`config.mk`:
```
export PLATFORM = sky130hd
export DESIGN_NAME = error_diffusion_dither_core
export DESIGN_NICKNAME = d
export VERILOG_FILES = /design/src/design/edd_pkg.sv /design/src/design/edd_diffuse.sv /design/src/design/error_diffusion_dither_core.sv
export SDC_FILE = /design/constraint.sdc
export NUM_CORES = 1
export LEC_CHECK = 0
export ABC_AREA = 0
export BUFFER_PORTS_ARGS = -buffer_cell sky130_fd_sc_hd__buf_2
export CAP_MARGIN = 40
export CELL_PAD_IN_SITES_DETAIL_PLACEMENT = 1
export CELL_PAD_IN_SITES_GLOBAL_PLACEMENT = 1
export CORE_MARGIN = 8
export CORE_UTILIZATION = 62
export CTS_BUF_LIST = sky130_fd_sc_hd__clkbuf_2 sky130_fd_sc_hd__clkbuf_4 sky130_fd_sc_hd__clkbuf_8
export CTS_CLUSTER_DIAMETER = 40
export DETAILED_ROUTE_END_ITERATION = 12
export GPL_ROUTABILITY_DRIVEN = 0
export GPL_TIMING_DRIVEN = 0
export MAX_ROUTING_LAYER = met4
export PLACE_DENSITY = 0.89
export SYNTH_ARGS = -nofsm -noshare
export SYNTH_HDL_FRONTEND = slang
export SYNTH_HIERARCHICAL = 1
export SYNTH_SLANG_ARGS = --single-unit
```
`constraint.sdc`:
```
create_clock -name clk -period 17.9 [get_ports clk]
set_clock_uncertainty 0.1 [all_clocks]
set_input_delay 3.58 -clock clk [delete_from_list [all_inputs] [get_ports clk]]
set_output_delay 3.58 -clock clk [all_outputs]
set_load 0.02 [all_outputs]
```
`src/design/edd_pkg.sv`:
```
// ----------------------------------------------------------------------------
// edd_pkg
// shared types, constants and saturation helper for the error diffusion dither
// ----------------------------------------------------------------------------
package edd_pkg;

    localparam int MAX_WIDTH_DEF = 64;
    localparam int MAX_HEIGHT    = 4096;

    localparam int PIXEL_W  = 8;
    localparam int ERR_W    = 16;
    localparam int WIDE_W   = 20;
    localparam int CFG_W    = 13;
    localparam int CFG_IDX_W = 2;
    localparam int IMG_W_W  = 7;
    localparam int IMG_H_W  = 13;
    localparam int ROW_W    = 12;

    localparam logic [IMG_W_W-1:0] WIDTH_RESET  = 7'd64;
    localparam logic [IMG_H_W-1:0] HEIGHT_RESET = 13'd64;

    // values in 1/16 units
    localparam logic signed [ERR_W-1:0]  THRESH = 16'sd2048;
    localparam logic signed [WIDE_W-1:0] WHITE  = 20'sd4080;

    typedef logic signed [ERR_W-1:0] err_t;

    typedef enum logic [CFG_IDX_W-1:0] {
        REG_IMAGE_WIDTH  = 2'd0,
        REG_IMAGE_HEIGHT = 2'd1
    } reg_index_t;

    typedef struct packed {
        logic row_end;
        logic last_row;
        logic frame_end;
    } pos_flags_t;

    typedef struct packed {
        logic out_bit;
        err_t right_share;
        err_t below_left_sum;
        err_t pend_left_next;
        err_t pend_below_next;
    } diff_result_t;

    function automatic err_t sat16(input logic signed [WIDE_W-1:0] v);
        err_t r;
        if (v > 20'sd32767)
        begin
            r = 16'sd32767;
        end
        else if (v < -20'sd32768)
        begin
            r = -16'sd32768;
        end
        else
        begin
            r = v[ERR_W-1:0];
        end
        return r;
    endfunction

endpackage

```
`src/design/edd_diffuse.sv`:
```
// ----------------------------------------------------------------------------
// edd_diffuse
// threshold and error split for one pixel, saturating fixed point
// ----------------------------------------------------------------------------
module edd_diffuse (
    input  logic [edd_pkg::PIXEL_W-1:0] pixel,
    input  edd_pkg::err_t               right_carry,
    input  edd_pkg::err_t               above,
    input  edd_pkg::err_t               pend_left,
    input  edd_pkg::err_t               pend_below,
    output edd_pkg::diff_result_t       result
);
    import edd_pkg::*;

    logic signed [WIDE_W-1:0] sum_w;
    err_t                     val;
    logic                     out_bit;
    logic signed [WIDE_W-1:0] err_w;
    logic signed [WIDE_W-1:0] e7;
    logic signed [WIDE_W-1:0] e3;
    logic signed [WIDE_W-1:0] e5;
    err_t                     s3;
    err_t                     s5;

    always_comb
    begin
        sum_w   = $signed({8'd0, pixel, 4'd0}) + WIDE_W'(right_carry) + WIDE_W'(above);
        val     = sat16(sum_w);
        out_bit = (val >= THRESH);
        err_w   = WIDE_W'(val) - (out_bit ? WHITE : 20'sd0);
        e7      = err_w * 20'sd7;
        e3      = err_w * 20'sd3;
        e5      = err_w * 20'sd5;
        s3      = sat16(e3 >>> 4);
        s5      = sat16(e5 >>> 4);

        result.out_bit         = out_bit;
        result.right_share     = sat16(e7 >>> 4);
        result.below_left_sum  = sat16(WIDE_W'(pend_left) + WIDE_W'(s3));
        result.pend_left_next  = sat16(WIDE_W'(pend_below) + WIDE_W'(s5));
        result.pend_below_next = sat16(err_w >>> 4);
    end

endmodule

```
`src/design/error_diffusion_dither_core.sv`:
```
// ----------------------------------------------------------------------------
// error_diffusion_dither_core
// 1-bit error diffusion of a gray raster stream, packed eight pixels a byte
//
//   channel  direction  signals
//   in       sink       in_valid, in_ready, pixel
//   out      source     out_valid, out_ready, packed_byte, frame_last
//   cfg      sink       cfg_valid, cfg_ready, cfg_index, cfg_data
//
// one pixel per cycle while the output is not stalled; a pixel passes the stage 1 and output registers
// stage 0 reads the below-error line memory, stage 1 adds, thresholds, writes back
// the right-carry loop through stage 1 sets the recurrence
// reset and each frame start need no clearing pass: row zero reads zero errors
// stage 1 holds only while the output register is full and not taken
// ----------------------------------------------------------------------------
module error_diffusion_dither_core #(
    parameter int MAX_WIDTH = edd_pkg::MAX_WIDTH_DEF
) (
    input  logic                          clk,
    input  logic                          rst_n,
    input  logic                          in_valid,
    output logic                          in_ready,
    input  logic [edd_pkg::PIXEL_W-1:0]   pixel,
    output logic                          out_valid,
    input  logic                          out_ready,
    output logic [7:0]                    packed_byte,
    output logic                          frame_last,
    input  logic                          cfg_valid,
    output logic                          cfg_ready,
    input  logic [edd_pkg::CFG_IDX_W-1:0] cfg_index,
    input  logic [edd_pkg::CFG_W-1:0]     cfg_data
);
    import edd_pkg::*;

    localparam int CW   = $clog2(MAX_WIDTH);
    localparam int CMPW = (CW > IMG_W_W) ? CW : IMG_W_W;

    // configuration
    logic [IMG_W_W-1:0] width_reg;
    logic [IMG_H_W-1:0] height_reg;
    logic [IMG_W_W-1:0] w_eff;
    logic [IMG_H_W-1:0] h_eff;
    logic [IMG_W_W-1:0] w_last;
    logic [ROW_W-1:0]   h_last;
    logic               cfg_fire;
    logic               cfg_clear;

    // stage 0 position
    logic [CW-1:0]      col_reg;
    logic [ROW_W-1:0]   row_reg;
    pos_flags_t         pos_in;
    logic               in_fire;

    // stage 1
    logic               s1_valid_reg;
    logic [PIXEL_W-1:0] s1_pixel_reg;
    logic [CW-1:0]      s1_col_reg;
    pos_flags_t         s1_flags_reg;
    logic               s1_fire;

    // line memory and bypass
    err_t               line_mem [MAX_WIDTH];
    err_t               mem_q_reg;
    err_t               byp_reg;
    logic               use_mem_reg;
    err_t               last_col_reg;
    logic               mem_we;
    logic [CW-1:0]      mem_wr_addr;
    err_t               above;
    err_t               byp_next;
    logic               use_mem_next;

    // error state
    err_t               right_carry_reg;
    err_t               pend_left_reg;
    err_t               pend_below_reg;
    diff_result_t       diff;

    // packing and output
    logic [6:0]         pack_shift_reg;
    logic [2:0]         pack_fill_reg;
    logic [3:0]         fill_n;
    logic [7:0]         shift_n;
    logic               emit;
    logic               out_valid_reg;
    logic [7:0]         packed_byte_reg;
    logic               frame_last_reg;

    // configuration port
    assign cfg_ready = 1'b1;
    assign cfg_fire  = cfg_valid && cfg_ready;

    always_comb
    begin
        cfg_clear = 1'b0;
        if (cfg_fire)
        begin
            unique case (cfg_index)
                REG_IMAGE_WIDTH:  cfg_clear = 1'b1;
                REG_IMAGE_HEIGHT: cfg_clear = 1'b1;
                default:          cfg_clear = 1'b0;
            endcase
        end
    end

    always_ff @(posedge clk or negedge rst_n)
    begin
        if (!rst_n)
        begin
            width_reg  <= WIDTH_RESET;
            height_reg <= HEIGHT_RESET;
        end
        else if (cfg_fire)
        begin
            unique case (cfg_index)
                REG_IMAGE_WIDTH:  width_reg  <= cfg_data[IMG_W_W-1:0];
                REG_IMAGE_HEIGHT: height_reg <= cfg_data;
                default:          ;
            endcase
        end
    end

    always_comb
    begin
        if (width_reg == '0)
        begin
            w_eff = IMG_W_W'(1);
        end
        else if (32'(width_reg) > MAX_WIDTH)
        begin
            w_eff = IMG_W_W'(MAX_WIDTH);
        end
        else
        begin
            w_eff = width_reg;
        end
        if (height_reg == '0)
        begin
            h_eff = IMG_H_W'(1);
        end
        else if (32'(height_reg) > MAX_HEIGHT)
        begin
            h_eff = IMG_H_W'(MAX_HEIGHT);
        end
        else
        begin
            h_eff = height_reg;
        end
        w_last = w_eff - IMG_W_W'(1);
        h_last = ROW_W'(h_eff - IMG_H_W'(1));
    end

    // handshakes
    assign s1_fire  = s1_valid_reg && (!out_valid_reg || out_ready);
    assign in_ready = !s1_valid_reg || s1_fire;
    assign in_fire  = in_valid && in_ready;

    always_comb
    begin
        pos_in.row_end   = (CMPW'(col_reg) == CMPW'(w_last));
        pos_in.last_row  = (row_reg == h_last);
        pos_in.frame_end = pos_in.row_end && pos_in.last_row;
    end

    // stage 0: position counters
    always_ff @(posedge clk or negedge rst_n)
    begin
        if (!rst_n)
        begin
            col_reg <= '0;
            row_reg <= '0;
        end
        else if (cfg_clear)
        begin
            col_reg <= '0;
            row_reg <= '0;
        end
        else if (in_fire)
        begin
            if (pos_in.row_end)
            begin
                col_reg <= '0;
                row_reg <= pos_in.last_row ? '0 : row_reg + ROW_W'(1);
            end
            else
            begin
                col_reg <= col_reg + CW'(1);
            end
        end
    end

    // stage 1 pipeline register
    always_ff @(posedge clk or negedge rst_n)
    begin
        if (!rst_n)
        begin
            s1_valid_reg <= 1'b0;
        end
        else if (cfg_clear)
        begin
            s1_valid_reg <= 1'b0;
        end
        else if (in_ready)
        begin
            s1_valid_reg <= in_fire;
        end
    end

    always_ff @(posedge clk)
    begin
        if (in_fire)
        begin
            s1_pixel_reg <= pixel;
            s1_col_reg   <= col_reg;
            s1_flags_reg <= pos_in;
        end
    end

    // write back of the below-left column
    always_comb
    begin
        mem_we      = s1_fire && !s1_flags_reg.last_row && (s1_col_reg != '0);
        mem_wr_addr = s1_col_reg - CW'(1);
    end

    // read source for the next pixel, with bypass of same-edge writes
    always_comb
    begin
        use_mem_next = 1'b0;
        byp_next     = '0;
        if (row_reg == '0)
        begin
            byp_next = '0;
        end
        else if (pos_in.row_end)
        begin
            if (s1_fire && s1_flags_reg.row_end && !s1_flags_reg.last_row)
            begin
                byp_next = diff.pend_left_next;
            end
            else
            begin
                byp_next = last_col_reg;
            end
        end
        else if (mem_we && (mem_wr_addr == col_reg))
        begin
            byp_next = diff.below_left_sum;
        end
        else
        begin
            use_mem_next = 1'b1;
        end
    end

    always_ff @(posedge clk)
    begin
        if (mem_we)
        begin
            line_mem[mem_wr_addr] <= diff.below_left_sum;
        end
        if (in_fire)
        begin
            mem_q_reg <= line_mem[col_reg];
        end
    end

    always_ff @(posedge clk)
    begin
        if (in_fire)
        begin
            byp_reg     <= byp_next;
            use_mem_reg <= use_mem_next;
        end
        if (s1_fire && s1_flags_reg.row_end && !s1_flags_reg.last_row)
        begin
            last_col_reg <= diff.pend_left_next;
        end
    end

    assign above = use_mem_reg ? mem_q_reg : byp_reg;

    edd_diffuse u_diffuse (
        .pixel       (s1_pixel_reg),
        .right_carry (right_carry_reg),
        .above       (above),
        .pend_left   (pend_left_reg),
        .pend_below  (pend_below_reg),
        .result      (diff)
    );

    // error carries
    always_ff @(posedge clk or negedge rst_n)
    begin
        if (!rst_n)
        begin
            right_carry_reg <= '0;
            pend_left_reg   <= '0;
            pend_below_reg  <= '0;
        end
        else if (cfg_clear)
        begin
            right_carry_reg <= '0;
            pend_left_reg   <= '0;
            pend_below_reg  <= '0;
        end
        else if (s1_fire)
        begin
            right_carry_reg <= s1_flags_reg.row_end ? '0 : diff.right_share;
            if (s1_flags_reg.last_row || s1_flags_reg.row_end)
            begin
                pend_left_reg  <= '0;
                pend_below_reg <= '0;
            end
            else
            begin
                pend_left_reg  <= diff.pend_left_next;
                pend_below_reg <= diff.pend_below_next;
            end
        end
    end

    // bit packing
    always_comb
    begin
        fill_n  = {1'b0, pack_fill_reg} + 4'd1;
        shift_n = {pack_shift_reg, diff.out_bit};
        emit    = fill_n[3] || s1_flags_reg.frame_end;
    end

    always_ff @(posedge clk or negedge rst_n)
    begin
        if (!rst_n)
        begin
            pack_shift_reg <= '0;
            pack_fill_reg  <= '0;
        end
        else if (cfg_clear)
        begin
            pack_shift_reg <= '0;
            pack_fill_reg  <= '0;
        end
        else if (s1_fire)
        begin
            if (emit)
            begin
                pack_shift_reg <= '0;
                pack_fill_reg  <= '0;
            end
            else
            begin
                pack_shift_reg <= shift_n[6:0];
                pack_fill_reg  <= fill_n[2:0];
            end
        end
    end

    // output register
    always_ff @(posedge clk or negedge rst_n)
    begin
        if (!rst_n)
        begin
            out_valid_reg <= 1'b0;
        end
        else if (s1_fire && emit)
        begin
            out_valid_reg <= 1'b1;
        end
        else if (out_ready)
        begin
            out_valid_reg <= 1'b0;
        end
    end

    always_ff @(posedge clk)
    begin
        if (s1_fire && emit)
        begin
            packed_byte_reg <= shift_n << (4'd8 - fill_n);
            frame_last_reg  <= s1_flags_reg.frame_end;
        end
    end

    assign out_valid   = out_valid_reg;
    assign packed_byte = packed_byte_reg;
    assign frame_last  = frame_last_reg;

`ifndef SYNTH
    a_frame_end_emits: assert property (@(posedge clk) disable iff (!rst_n)
        s1_fire && s1_flags_reg.frame_end |=> out_valid_reg && frame_last_reg)
        else $error("frame end did not produce a last byte");

    a_frame_end_clears: assert property (@(posedge clk) disable iff (!rst_n)
        s1_fire && s1_flags_reg.frame_end |=> pack_fill_reg == '0 && right_carry_reg == '0)
        else $error("state not cleared after frame end");

    a_row_end_wraps: assert property (@(posedge clk) disable iff (!rst_n)
        in_fire && pos_in.row_end && !cfg_clear |=> col_reg == '0)
        else $error("column counter did not wrap at row end");

    a_hold_when_full: assert property (@(posedge clk) disable iff (!rst_n)
        out_valid_reg && !out_ready |-> !s1_fire)
        else $error("stage 1 advanced into a full output register");
`endif

endmodule
```
# Word level (Yosys, flattened, before mapping)
# Memories as Yosys holds them, arrays and structs flattened. A register that Yosys moved wholly into a read port is not among the register bits.
# Index checks and enable logic that the tools add are counted.
# classes
muxes	54
multipliers	3
shift	1
add_sub_neg	12
n_eq_ne	4
reduce_logical	31
order_cmp	17
# ops
operator	count
16-bit 2-to-1 mux	27
12-bit 2-to-1 mux	7
16-bit greater-than comparator, second input constant	4
16-bit < comparator, second input constant	4
20-bit by 16-bit greater-than comparator with 1-bit output, second input constant	3
20-bit by 16-bit < comparator with 1-bit output, second input constant	3
20-bit by 4-bit multiplier with 20-bit output, second input constant	2
7-bit 2-to-1 mux	5
16-bit by 16-bit adder with 17-bit output	2
20-bit by 3-bit multiplier with 20-bit output, second input constant	1
17-bit by 16-bit adder with 18-bit output	1
6-bit 2-to-1 mux	3
13-bit by 16-bit adder with 17-bit output	1
16-bit by 13-bit subtractor with 17-bit output	1
16-bit by 13-bit >= comparator with 1-bit output, second input constant	1
13-bit greater-than comparator, second input constant	1
13-bit logical NOT	1
12-bit by 1-bit adder with 12-bit output, second input constant	1
12-bit equality test	1
12-bit logical NOT	1
12-bit by 1-bit subtractor with 12-bit output, second input constant	1
2-bit nonzero test	5
1-bit logical AND	9
1-bit 2-to-1 mux	9
other kinds (18)	28
# word_totals
out_inout_bits	12
ram_bits	1024
ff_bits	157
inputBits	28
memories	1
elab_cells	144
# memory_table
memory	words	width	rd	rd_clocked_by_memory_dff	wr	line	rtl
line_mem	64	16	1	1	1	error_diffusion_dither_core.sv:62	err_t line_mem [MAX_WIDTH];

# Depth between registers and ports, before layout
# logic_depth
depth_word	19
depth_mapped	47

# Modules after synthesis
# The synthesis kept the hierarchy.
# by_module_without_submodules
module	cells_per_inst	seq_area_each_um2	area_each_um2	instances
error_diffusion_dither_core	2230	35296.4	47166.5	1
edd_diffuse	867	0.0	6338.6	1

# Least setup slack after synthesis
# Ideal clock, no wire load.
# synth_path
kind	register -> register
start	register use_mem_reg
end	memory line_mem[0][1] (netlist bit) (data pin)
path_stages_with_launch	42
arrival_ns	11.457
required_time_ns	17.092
synth_period_minus_slack_ns	12.265
slack_ns	5.635
cell_sequence	edfxtp_1 > clkbuf_1 > buf_1 > mux2_2 > fa_1 > ha_1 > buf_6 > a21o_1 > a31o_1 > a311o_1 > or2_1 > buf_6 > a41oi_1 > o211ai_1 > clkbuf_1 > a21oi_1 > inv_1 > ha_1 > [... 6 more ...] > xnor2_1 > ha_1 > ha_1 > o21ai_0 > o21ai_0 > nand3_1 > nor3_1 > nand3_1 > a21oi_1 > nor3_1 > xnor2_1 > ha_1 > nand2_1 > o31ai_1 > a31oi_1 > xnor2_1 > nor2_1 > o21ai_0
# synth_rtl
item	line	rtl
start: declaration	error_diffusion_dither_core.sv:65	logic use_mem_reg;
start signal: assignment	error_diffusion_dither_core.sv:273	use_mem_reg <= use_mem_next;
end: declaration	error_diffusion_dither_core.sv:62	

==> impl_metrics.ini <==
[status]
status = finished with violations
violations = max-capacitance violations, max-slew violations

[logic_synthesis]
async_reset_ff_frac = 0.0819
synth_flop_cell = edfxtp_1
ys_seq_elements = 1197
yosysSeqAreaShare = 0.660
yosysWarnings = 6
synthesis.nets = 3290
netlist_area_mm2 = 0.0535
synth.area.top_cells = edfxtp_1 (61%), mux4_2 (14%), dfrtp_1 (4.5%)
synth_top_area_frac = 0.608
ys_types = 97
avgSynthCellArea_um2 = 17.3
syn_inst = 3097
synth-edff-count = 1083
synth.largest_area_cell = edfxtp_1

[die]
rows = 107
die_w_um = 310
start_util = 0.626
die_y_um = 310
core_mm2 = 0.0854
pin_count = 40
die-area_mm2 = 0.0960

[sta]
fin_crit_sh = 0.863
rsz0062_at_grt = no
tightest_slew_ns = 1.61
setup_tns_ns = 0
clock.fmax_mhz = 64.7
drv_slew = 9
finalSetupViolCount = 0
slew_headroom = -0.0776
hold_viol = 0
period_needed_ns = 15.45

[clock_network]
clock_path_buffers = 3
h-tree-depth = 4
clk_latency_ns = 1.02
postCtsHoldBufs = 0
cts.sinks = 1197
cts_buffers = 186
post-cts-setup-buffers = 0
cts.reportedPaths.clkPinSlew_ns = 0.08
ctsRootBufferMaster = clkbuf_8
cts_tree = done
ctsResizeCount = 0

[critical_path]
crit_arrival_ns = 16.07
worstSetupPathType = register to register
cp_slowest_cell = a2111oi_0
cpMostUsedCell = a21oi_1
worstPathMaxFanout = 18
timing.critical_path.slowest_cell_delay_ns = 0.97
critPathLaunchType = register
cp.required_ns = 18.52
endpoint_kind = register

[placement]
detailed_place_hpwl_mm = 118
port_buffers = 38

[route]
wl_per_cell_um = 47.8
via_per_inst = 8.14
vias = 39298
ant_nets = 0
wl_mm = 231
drtIter0Drc = 7994
dr.pass1.iters = 10
drc = 0

[worst_hold_path]
hp-class = register to register

[finish]
largest_register = line_mem
nets = 3684
final_layout_size_suffix_gt1_frac = 0.270
area_delta_synth_final_pct = 15.0
fill_cells = 7086
largest_reg_flops = 1024

[global_routing]
grt-ovfl-total = 0
grt_pass1_wl_mm = 284
grt_max_degree = 64
grt_pass1_vias = 37607
grtUsageTotal = 0.434
antenna_found_initial = 33

[flow_run]
drv_cap = 1
## area by class of cell
class                           count  area [um^2]  share of cell area
Antenna cell                       41          103             0.00167
Timing Repair Buffer              206         2440              0.0396
Clock inverter                     96          812              0.0132
Inverter                          100          375             0.00610
Buffer                            146          597             0.00970
Tap cell                         1144         1430              0.0233
Clock buffer                      243         3050              0.0496
Multi-Input combinational cell   1654        17400               0.283
Sequential cell                  1197        35300               0.574
## metrics by stage
stage	util	hold slack, ns	setup slack (ns)	area (um^2)	std cells
5_1_grt	0.720	0.404	2.54	61500	4823
3_5_place_dp	0.670	0.362	4.12	57200	4422
6_report	0.720	0.414	2.45	61500	4827
3_3_place_gp	0.645	0.332	0.199	55100	4279
4_1_cts	0.715	0.401	3.46	61100	4761
2_1_floorplan	-	0.323	5.63	53500	3097
## path summary, 6_finish.rpt
| check | start | end | slack, ns | depth (start not counted) |
|---|---|---|---|---|
| max | use_mem_reg$_SDFFCE_PP0P_ | byp_reg[9]$_SDFFCE_PP0P_ | 2.45 | 40 |
| min | col_reg[2]$_DFFE_PN0P_ | s1_col_reg[2]$_DFFE_PP_ | 0.41 | 0 |
| max reg2reg | use_mem_reg$_SDFFCE_PP0P_ | byp_reg[9]$_SDFFCE_PP0P_ | 2.45 | 40 |
| min reg2reg | col_reg[2]$_DFFE_PN0P_ | s1_col_reg[2]$_DFFE_PP_ | 0.41 | 0 |
| max in group asynchronous | rst_n | pend_below_reg[8]$_DFFE_PN0P_ | 14.39 | 2 |
| min in group asynchronous | rst_n | width_reg[4]$_DFFE_PN0P_ | 2.53 | 1 |
## worst max-delay path: cells and delay by family, from the launching register on
kind	cells	cell delay [ns]
and+or+nand+nor	4	1.45
xor gates and xnor gates	4	1.50
adders and majority gates	7	2.80
DFF	1	0.43
buffers and inverters	7	2.46
AOI/OAI and AO/OA	17	5.97
muxes	1	0.49
## cells by family after synthesis
logic type / Yosys count / share of synthesized area
AO/OA/AOI/OAI: 434 / 0.0560
XOR/XNOR: 114 / 0.0189
adder cells (fa/ha/maj): 166 / 0.0424
buffers and inverters: 246 / 0.0182
flip-flops: 1197 / 0.660
multiplexers: 399 / 0.156
other: 1 / 0.0000701
AND/OR/NAND/NOR: 540 / 0.0491
## metal layers
| layer | track usage | up-vias | part of all wire |
|---|---|---|---|
| met5 | - | - | 0 |
| met4 | 0.284 | 0 | 0.12 |
| met3 | 0.127 | 1767 | 0.16 |
| met2 | 0.656 | 5133 | 0.43 |
| met1 | 0.510 | 19110 | 0.29 |
| li1 | - | 13288 | - |
## synth_stat cells, drive strengths merged (15+ instances only)
cell,count
nor2b,22
inv,99
clkbuf,92
nor3,32
ha,139
fa,26
nand2b,15
dfrtp,96
dfxtp,16
and3,27
edfxtp,1083
a31oi,18
nand3,43
o211ai,17
and2,16
o21a,17
a21boi,18
nor2,204
a22o,61
a21oi,110
buf,54
o21ai,83
xnor2,83
a21o,18
xor2,31
nand2,102
mux4,341
mux2,53
## cell usage in the layout, fill, tap and decap left out, types with 70 or more instances in the layout
| cell | instances |
|---|---|
| a21oi_1 | 98 |
| clkbuf_1 | 92 |
| clkbuf_8 | 196 |
| dfrtp_1 | 96 |
| edfxtp_1 | 1083 |
| ha_1 | 139 |
| inv_1 | 96 |
| mux4_2 | 341 |
| nand2_1 | 100 |
| nor2_1 | 195 |
| o21ai_0 | 70 |
| xnor2_1 | 82 |
Power is not shown: default switching activity piles up to over one toggle a cycle in this logic, so the estimate is an artifact.
